**config.mk**
```make
export PLATFORM = sky130hd
export DESIGN_NAME = sketch_bitmap_store
export DESIGN_NICKNAME = d
export VERILOG_FILES = /design/src/rtl/core/sbs_pkg.sv /design/src/rtl/core/sbs_count.sv /design/src/rtl/core/sketch_bitmap_store.sv
export SDC_FILE = /design/constraint.sdc
export NUM_CORES = 2
export LEC_CHECK = 0
export BUFFER_PORTS_ARGS = -buffer_cell sky130_fd_sc_hd__buf_4
export CORE_MARGIN = 1
export CORE_UTILIZATION = 45
export CTS_BUF_LIST = sky130_fd_sc_hd__clkbuf_8
export DETAILED_ROUTE_END_ITERATION = 12
export PLACE_DENSITY_LB_ADDON = 0.2
export REMOVE_ABC_BUFFERS = 1
export SLEW_MARGIN = 10
export SYNTH_ARGS = -nofsm -noshare
export SYNTH_HDL_FRONTEND = slang
export SYNTH_HIERARCHICAL = 1
export SYNTH_SLANG_ARGS = --single-unit
```
**constraint.sdc**
```tcl
create_clock -name clk -period 8.5 [get_ports clk]
set_input_delay 0 -clock clk [delete_from_list [all_inputs] [get_ports clk]]
set_output_delay 0 -clock clk [all_outputs]
set_load 0.01 [all_outputs]
```
**src/rtl/core/sbs_pkg.sv**
```systemverilog
// Shared constants and types of the sketch bitmap store.
package sbs_pkg;

  localparam int SKETCH_BITS  = 32;
  localparam int MAX_SKETCHES = 64;

  localparam int SK_AW      = (MAX_SKETCHES > 1) ? $clog2(MAX_SKETCHES) : 1;
  localparam int FIELD_IDX_W = 6;
  localparam int CNT_W      = 6;
  localparam int CNT_FULL_W = $clog2(SKETCH_BITS + 1);
  localparam int CFG_W      = 7;
  localparam int IN_W       = 16;
  localparam int OUT_W      = 16;
  localparam int APB_AW     = 3;
  localparam int APB_DW     = 32;

  localparam logic [CFG_W-1:0]    SKETCHES_RESET = CFG_W'(64);
  localparam logic [APB_AW-1:0]   ADDR_SKETCHES_IN_USE = APB_AW'(0);

  typedef enum logic [1:0] {
    ERR_NONE   = 2'd0,
    ERR_SKETCH = 2'd1,
    ERR_BIT    = 2'd2
  } err_t;

  typedef logic [SKETCH_BITS-1:0] word_t;
  typedef logic [CNT_W-1:0]       cnt_t;

endpackage

```
**src/rtl/core/sbs_count.sv**
```systemverilog
// Leading-ones and trailing-zeros counter for one sketch word.
module sbs_count
  import sbs_pkg::*;
(
  input  word_t word,
  output cnt_t  leading_ones,
  output cnt_t  trailing_zeros
);

  function automatic logic [CNT_FULL_W-1:0] tz_count(input word_t w);
    word_t                 onehot;
    logic [CNT_FULL_W-1:0] idx;
    onehot = w & (~w + SKETCH_BITS'(1));
    idx = '0;
    for (int k = 0; k < SKETCH_BITS; k++) begin
      if (onehot[k]) begin
        idx = idx | CNT_FULL_W'(k);
      end
    end
    if (w == '0) begin
      idx = CNT_FULL_W'(SKETCH_BITS);
    end
    return idx;
  endfunction

  function automatic cnt_t sat(input logic [CNT_FULL_W-1:0] v);
    if (v > CNT_FULL_W'((1 << CNT_W) - 1)) begin
      return cnt_t'((1 << CNT_W) - 1);
    end
    return v[CNT_W-1:0];
  endfunction

  word_t rev_inv;

  always_comb begin
    for (int k = 0; k < SKETCH_BITS; k++) begin
      rev_inv[k] = ~word[SKETCH_BITS-1-k];
    end
  end

  assign trailing_zeros = sat(tz_count(word));
  assign leading_ones   = sat(tz_count(rev_inv));

endmodule

```
**src/rtl/core/sketch_bitmap_store.sv**
```systemverilog
// Top level of the sketch bitmap store: stream ports, register port and sketch memory.
// An accepted transaction latches its sketch word and valid bit on the accept edge;
// in ST_UPDATE it is updated and counted, and the output register is loaded once
// the output is free, so back-pressure on m_tready stalls it there. One transaction
// is in flight at a time: s_tready is low until ST_UPDATE hands its result on.
// Reset clears control state and the per-sketch valid bits at once, so every
// sketch reads as zero right after reset, and sets sketches_in_use to 64.
module sketch_bitmap_store
  import sbs_pkg::*;
(
  input  logic              clk,
  input  logic              rst,
  input  logic              s_tvalid,
  output logic              s_tready,
  input  logic [IN_W-1:0]   s_tdata,   // mode[0], sketch_index[6:1], bit_index[12:7], zero pad
  output logic              m_tvalid,
  input  logic              m_tready,
  output logic [OUT_W-1:0]  m_tdata,   // leading_ones[5:0], trailing_zeros[11:6],
                                       // error_code[13:12], zero pad
  input  logic              psel,
  input  logic              penable,
  input  logic              pwrite,
  input  logic [APB_AW-1:0] paddr,
  input  logic [APB_DW-1:0] pwdata,
  output logic [APB_DW-1:0] prdata,
  output logic              pready
);

  typedef enum logic {
    ST_IDLE,
    ST_UPDATE
  } state_t;

  state_t state;

  logic [CFG_W-1:0] sketches_in_use;

  word_t mem [MAX_SKETCHES];
  logic [MAX_SKETCHES-1:0] valid;

  logic                   in_mode;
  logic [FIELD_IDX_W-1:0] in_sketch;
  logic [FIELD_IDX_W-1:0] in_bit;
  err_t                   in_err;
  logic                   accept;

  logic                   req_mode;
  logic [SK_AW-1:0]       req_sketch;
  logic [FIELD_IDX_W-1:0] req_bit;
  err_t                   req_err;
  word_t                  rd_word;
  logic                   rd_valid;

  word_t cur_word;
  word_t new_word;
  logic  wr_en;
  logic  out_free;
  cnt_t  lead_cnt;
  cnt_t  trail_cnt;

  assign pready = 1'b1;
  assign prdata = (paddr == ADDR_SKETCHES_IN_USE) ? APB_DW'(sketches_in_use) : '0;

  assign in_mode   = s_tdata[0];
  assign in_sketch = s_tdata[6:1];
  assign in_bit    = s_tdata[12:7];

  always_comb begin
    priority if (32'(in_sketch) >= 32'(sketches_in_use) ||
                 32'(in_sketch) >= 32'(MAX_SKETCHES)) begin
      in_err = ERR_SKETCH;
    end else if (!in_mode && 32'(in_bit) >= 32'(SKETCH_BITS)) begin
      in_err = ERR_BIT;
    end else begin
      in_err = ERR_NONE;
    end
  end

  assign s_tready = (state == ST_IDLE);
  assign accept   = s_tvalid && s_tready;
  assign out_free = !m_tvalid || m_tready;

  assign cur_word = rd_valid ? rd_word : '0;
  assign new_word = req_mode ? cur_word
                             : (cur_word | (SKETCH_BITS'(1) << req_bit));
  assign wr_en    = (state == ST_UPDATE) && (req_err == ERR_NONE) && !req_mode;

  sbs_count u_count (
    .word           (new_word),
    .leading_ones   (lead_cnt),
    .trailing_zeros (trail_cnt)
  );

  always_ff @(posedge clk) begin
    if (wr_en) begin
      mem[req_sketch] <= new_word;
    end
    if (accept) begin
      rd_word    <= mem[in_sketch[SK_AW-1:0]];
      req_mode   <= in_mode;
      req_sketch <= in_sketch[SK_AW-1:0];
      req_bit    <= in_bit;
      req_err    <= in_err;
    end
  end

  always_ff @(posedge clk) begin
    if (rst) begin
      state           <= ST_IDLE;
      sketches_in_use <= SKETCHES_RESET;
      valid           <= '0;
      rd_valid        <= 1'b0;
      m_tvalid        <= 1'b0;
      m_tdata         <= '0;
    end else begin
      if (psel && penable && pwrite && pready && paddr == ADDR_SKETCHES_IN_USE) begin
        sketches_in_use <= pwdata[CFG_W-1:0];
      end
      if (accept) begin
        rd_valid <= valid[in_sketch[SK_AW-1:0]];
      end
      if (wr_en) begin
        valid[req_sketch] <= 1'b1;
      end
      unique case (state)
        ST_IDLE: begin
          if (m_tvalid && m_tready) begin
            m_tvalid <= 1'b0;
          end
          if (accept) begin
            state <= ST_UPDATE;
          end
        end
        ST_UPDATE: begin
          if (out_free) begin
            m_tvalid <= 1'b1;
            if (req_err == ERR_NONE) begin
              m_tdata <= OUT_W'({req_err, trail_cnt, lead_cnt});
            end else begin
              m_tdata <= OUT_W'({req_err, cnt_t'(0), cnt_t'(0)});
            end
            state <= ST_IDLE;
          end
        end
        default: state <= ST_IDLE;
      endcase
    end
  end

endmodule

```
==> results by group <==
Hold path
  – Hold Path Depth: 5
  – Worst hold path endpoint: rd_word[30]$_DFFE_PP_
  – Min-delay src: s_tdata[3]
  – Hold Path Class: in -> reg

Final layout
  – Util after Layout: 0.514
  – Final net count: 4,231
  – Synth-to-Final Area Change: 12.9%
  – Sequential standard cell area: 64,700 um2
  – Layout cell share with drive strength beyond 1: 0.309
  – Number of fill cells: 14,600
  – Area of the multi-input gates: 19,400 um2

Clock network
  – Root Buffer: clkbuf_8
  – Reg clk slew, reported paths: 0.06 ns
  – CTS resizes: 0
  – CTS max path bufs: 4
  – Worst-Skew Late Latency: 1.03 ns
  – CTS buffer count: 356
  – H-Tree Depth: 5
  – CTS Sinks: 2,183
  – CTS tree: done

Yosys
  – Post-Syn Area: 84,600 um2
  – Seq cells post-synth: 2,183
  – Distinct cells, synth: 70
  – Synth Instances: 3,770
  – Top-area cell type share of the netlist area: 0.743
  – Most used DFF post-synth: edfxtp_1
  – Area leader, netlist: edfxtp_1
  – Synth area leaders: edfxtp_1 (74%), mux4_2 (17%), dfxtp_1 (2.1%)
  – Avg Cell Area, Syn: 22.4 um2
  – Yosys warns: 6
  – Post-synth ARST share: 0
  – Number of flops mapped to enable cells by yosys: 2,095
  – Sequential share of the synthesized area: 0.764

Setup path
  – Critical path's slowest cell: o21ai_4
  – Reg2reg start: req_bit[3]$_DFFE_PP_
  – CP max stage delay: 0.97 ns
  – R2R Setup Slk: 4.30 ns
  – CP Data Arrival Time: 5.10 ns
  – Delay-heaviest family, CP: compound AO/OA/AOI/OAI gates
  – Cells along the critical path: nor2_1 > nand2_1 > o21ai_4 > buf_4 > nor4_1 > o21ai_0 > o41ai_2 > or4_1 > a22o_1
  – Crit path buf inv count: 1
  – Worst reg2reg path depth: 9
  – Worst r2r dst: m_tdata[1]$_SDFFE_PP0P_
  – Max FO, Critical Path: 41
  – Worst setup EP type: flip-flop
  – Crit path required time: 9.40 ns
  – CP Launch Type: flip-flop
  – WS Path Type: reg -> reg
  – CP Launch Point: req_bit[3]$_DFFE_PP_

Place
  – Final GP Congestion: 0.902
  – Hpwl dp: 107 mm
  – IO Port Bufs: 52

Drt
  – Via-to-Cell Ratio: 5.88
  – Total number of vias: 40,600
  – Initial drt markers: 4,056
  – Post-Route WL: 212 mm
  – ANT nets after route: 0
  – DRC: 0
  – Post-DR wirelength/cell: 30.8 um
  – Drt first pass iters: 5

Pwr
  – Max VDD drop: 0.135 mV
  – Cell Pwr Density: 223 nW/um2
  – Gate power share: 0.056
  – Switching power total: 0.00475 W
  – Sequential share of power: 0.558
  – LEAKAGE: 30.6 nW
  – Clock power frac: 0.385
  – Int Power: 0.0165 W
  – Sw frac: 0.223

Outcome
  – Outcome: finished clean

Timing
  – Worst relative slew slack: 0.200
  – Final setup viols: 0
  – Minimum clock period: 4.20 ns
  – Worst Skew: 0.0564 ns
  – Final Cycle Share: 0.494
  – Fmax achieved: 238 MHz
  – Final hold vios: 0
  – Setup TNS after final layout: 0 ns
  – Worst-margin pin slew: 1.20 ns
  – Final Max Tran Viols: 0
  – RSZ-0062 raised after global routing: no

Die
  – DIE AREA: 190,000 um2
  – I/O Pins: 109
  – Die width: 436 um
  – Rows: 158
  – DIE HEIGHT: 436 um
  – Floorplan core area: 186,000 um2
  – Initial Util: 0.455

GRT
  – Global-route usage over all layers: 0.225
  – Global-route wire length before repair: 303 mm
  – Vias in the first global route: 42,200
  – Initial antenna violation count: 7
  – Congestion Overflow GR: 0
  – Largest net degree at the start of global routing: 112

Run
  – Max-cap viol count: 0
cell usage in the layout, fill, tap and decap left out, drive strengths merged, types with 6 or more instances in the layout:
cell type | synthesis | layout
edfxtp | 2095 | 2095
mux4 | 642 | 642
clkbuf | 57 | 376
nor2 | 202 | 202
buf | 171 | 183
inv | 19 | 147
clkinv | 0 | 95
dfxtp | 88 | 88
nand2 | 80 | 80
dlygate4sd3 | 0 | 58
a22oi | 52 | 52
o21ai | 34 | 34
nor2b | 29 | 29
conb | 2 | 28
nand3 | 28 | 28
a21oi | 21 | 21
mux2i | 20 | 20
nor3 | 20 | 20
a22o | 19 | 19
nor4 | 16 | 16
o22ai | 14 | 14
nand2b | 14 | 14
o21ba | 11 | 11
and2 | 10 | 10
a211oi | 10 | 10
nor3b | 10 | 10
a32o | 8 | 8
mux2 | 8 | 8
nand4 | 7 | 7
or4 | 6 | 6
ha | 6 | 6
bufinv | 0 | 6
worst register-to-register path: stages (launching register included):
cell and delay (ns):
edfxtp_1 0.50, nor2_1 0.41, nand2_1 0.28, o21ai_4 0.97
buf_4 0.60, nor4_1 0.15, o21ai_0 0.23, o41ai_2 0.13
or4_1 0.58, a22o_1 0.23
layer usage:
layer | GRT usage | wire [um] | share of wire
met2 | 0.361 | 104000 | 0.49
met5 | 0 | 0 | 0
met4 | 0.0863 | 7220 | 0.034
met1 | 0.304 | 85100 | 0.40
met3 | 0.0463 | 15800 | 0.074
how the worst max path moves through the flow:
stage | end | cells after the start
finish | m_tdata[1]$_SDFFE_PP0P_ | 9
global route | m_tdata[3]$_SDFFE_PP0P_ | 10
CTS | m_tdata[1]$_SDFFE_PP0P_ | 9
detailed placement | rd_word[20]$_DFFE_PP_ | 7
global placement | rd_word[20]$_DFFE_PP_ | 7
floorplan | m_tdata[3]$_SDFFE_PP0P_ | 9
cell usage after synthesis, drive strengths merged (11+ instances only):
| cell type | instances |
|---|---|
| a21oi | 21 |
| a22o | 19 |
| a22oi | 52 |
| buf | 171 |
| clkbuf | 57 |
| dfxtp | 88 |
| edfxtp | 2095 |
| inv | 19 |
| mux2i | 20 |
| mux4 | 642 |
| nand2 | 80 |
| nand2b | 14 |
| nand3 | 28 |
| nor2 | 202 |
| nor2b | 29 |
| nor3 | 20 |
| nor4 | 16 |
| o21ai | 34 |
| o21ba | 11 |
| o22ai | 14 |
cell families after synthesis:
logic type               Yosys count  share of synthesized area
other                              2                  0.0000887
AO/OA/AOI/OAI                    214                     0.0187
flip-flops                      2183                      0.764
buffers and inverters            247                     0.0162
AND/OR/NAND/NOR                  448                     0.0257
adder cells (fa/ha/maj)            6                   0.000887
multiplexers                     670                      0.174
registers in the layout, indices dropped and copies added, names as in the netlist:
| register | count |
|---|---|
| rd_valid | 1 |
| req_bit | 6 |
| m_tdata | 14 |
| req_err | 2 |
| valid | 64 |
| m_tvalid | 1 |
| mem | 2048 |
| req_mode | 1 |
| sketches_in_use | 7 |
| req_sketch | 6 |
| rd_word | 32 |
| state | 1 |
stage by stage:
stage	power (W)	cell area [um2]	hold slack [ns]	worst slack [ns]	cells
global route	0.0220	95600	0.137	4.07	6900
floorplan	0.0127	83400	0.0691	2.53	3568
CTS	0.0215	95600	0.0936	4.39	6895
global placement	0.0133	88700	0.192	4.30	6230
finish	0.0213	95600	0.187	4.30	6900
detailed placement	0.0133	88700	0.190	4.33	6230
power groups by stage:
stage / registers (W) / clock network (W) / logic (W)
after global placement: 0.0121 / 0 / 0.00117
after global routing: 0.0119 / 0.00885 / 0.00127
after CTS: 0.0119 / 0.00838 / 0.00121
after floorplan: 0.0121 / 0 / 0.000608
final: 0.0119 / 0.00819 / 0.00120
after detailed placement: 0.0121 / 0 / 0.00119
repair_timing:
item	4_1_cts	5_1_grt
setup buffers	0	0
endpoints found under the hold margin	172	0
hold buffers	59	0
final cells by class:
cell class                 count  area share
inverter                      19    0.000825
clock inverter               230      0.0110
antenna                        5    0.000131
sequential                  2183       0.677
tap                         2480      0.0325
multi-input combinational   1366       0.203
clock buffer                 376      0.0541
timing repair buffer         241      0.0217
(Power assumes the default switching activity.)
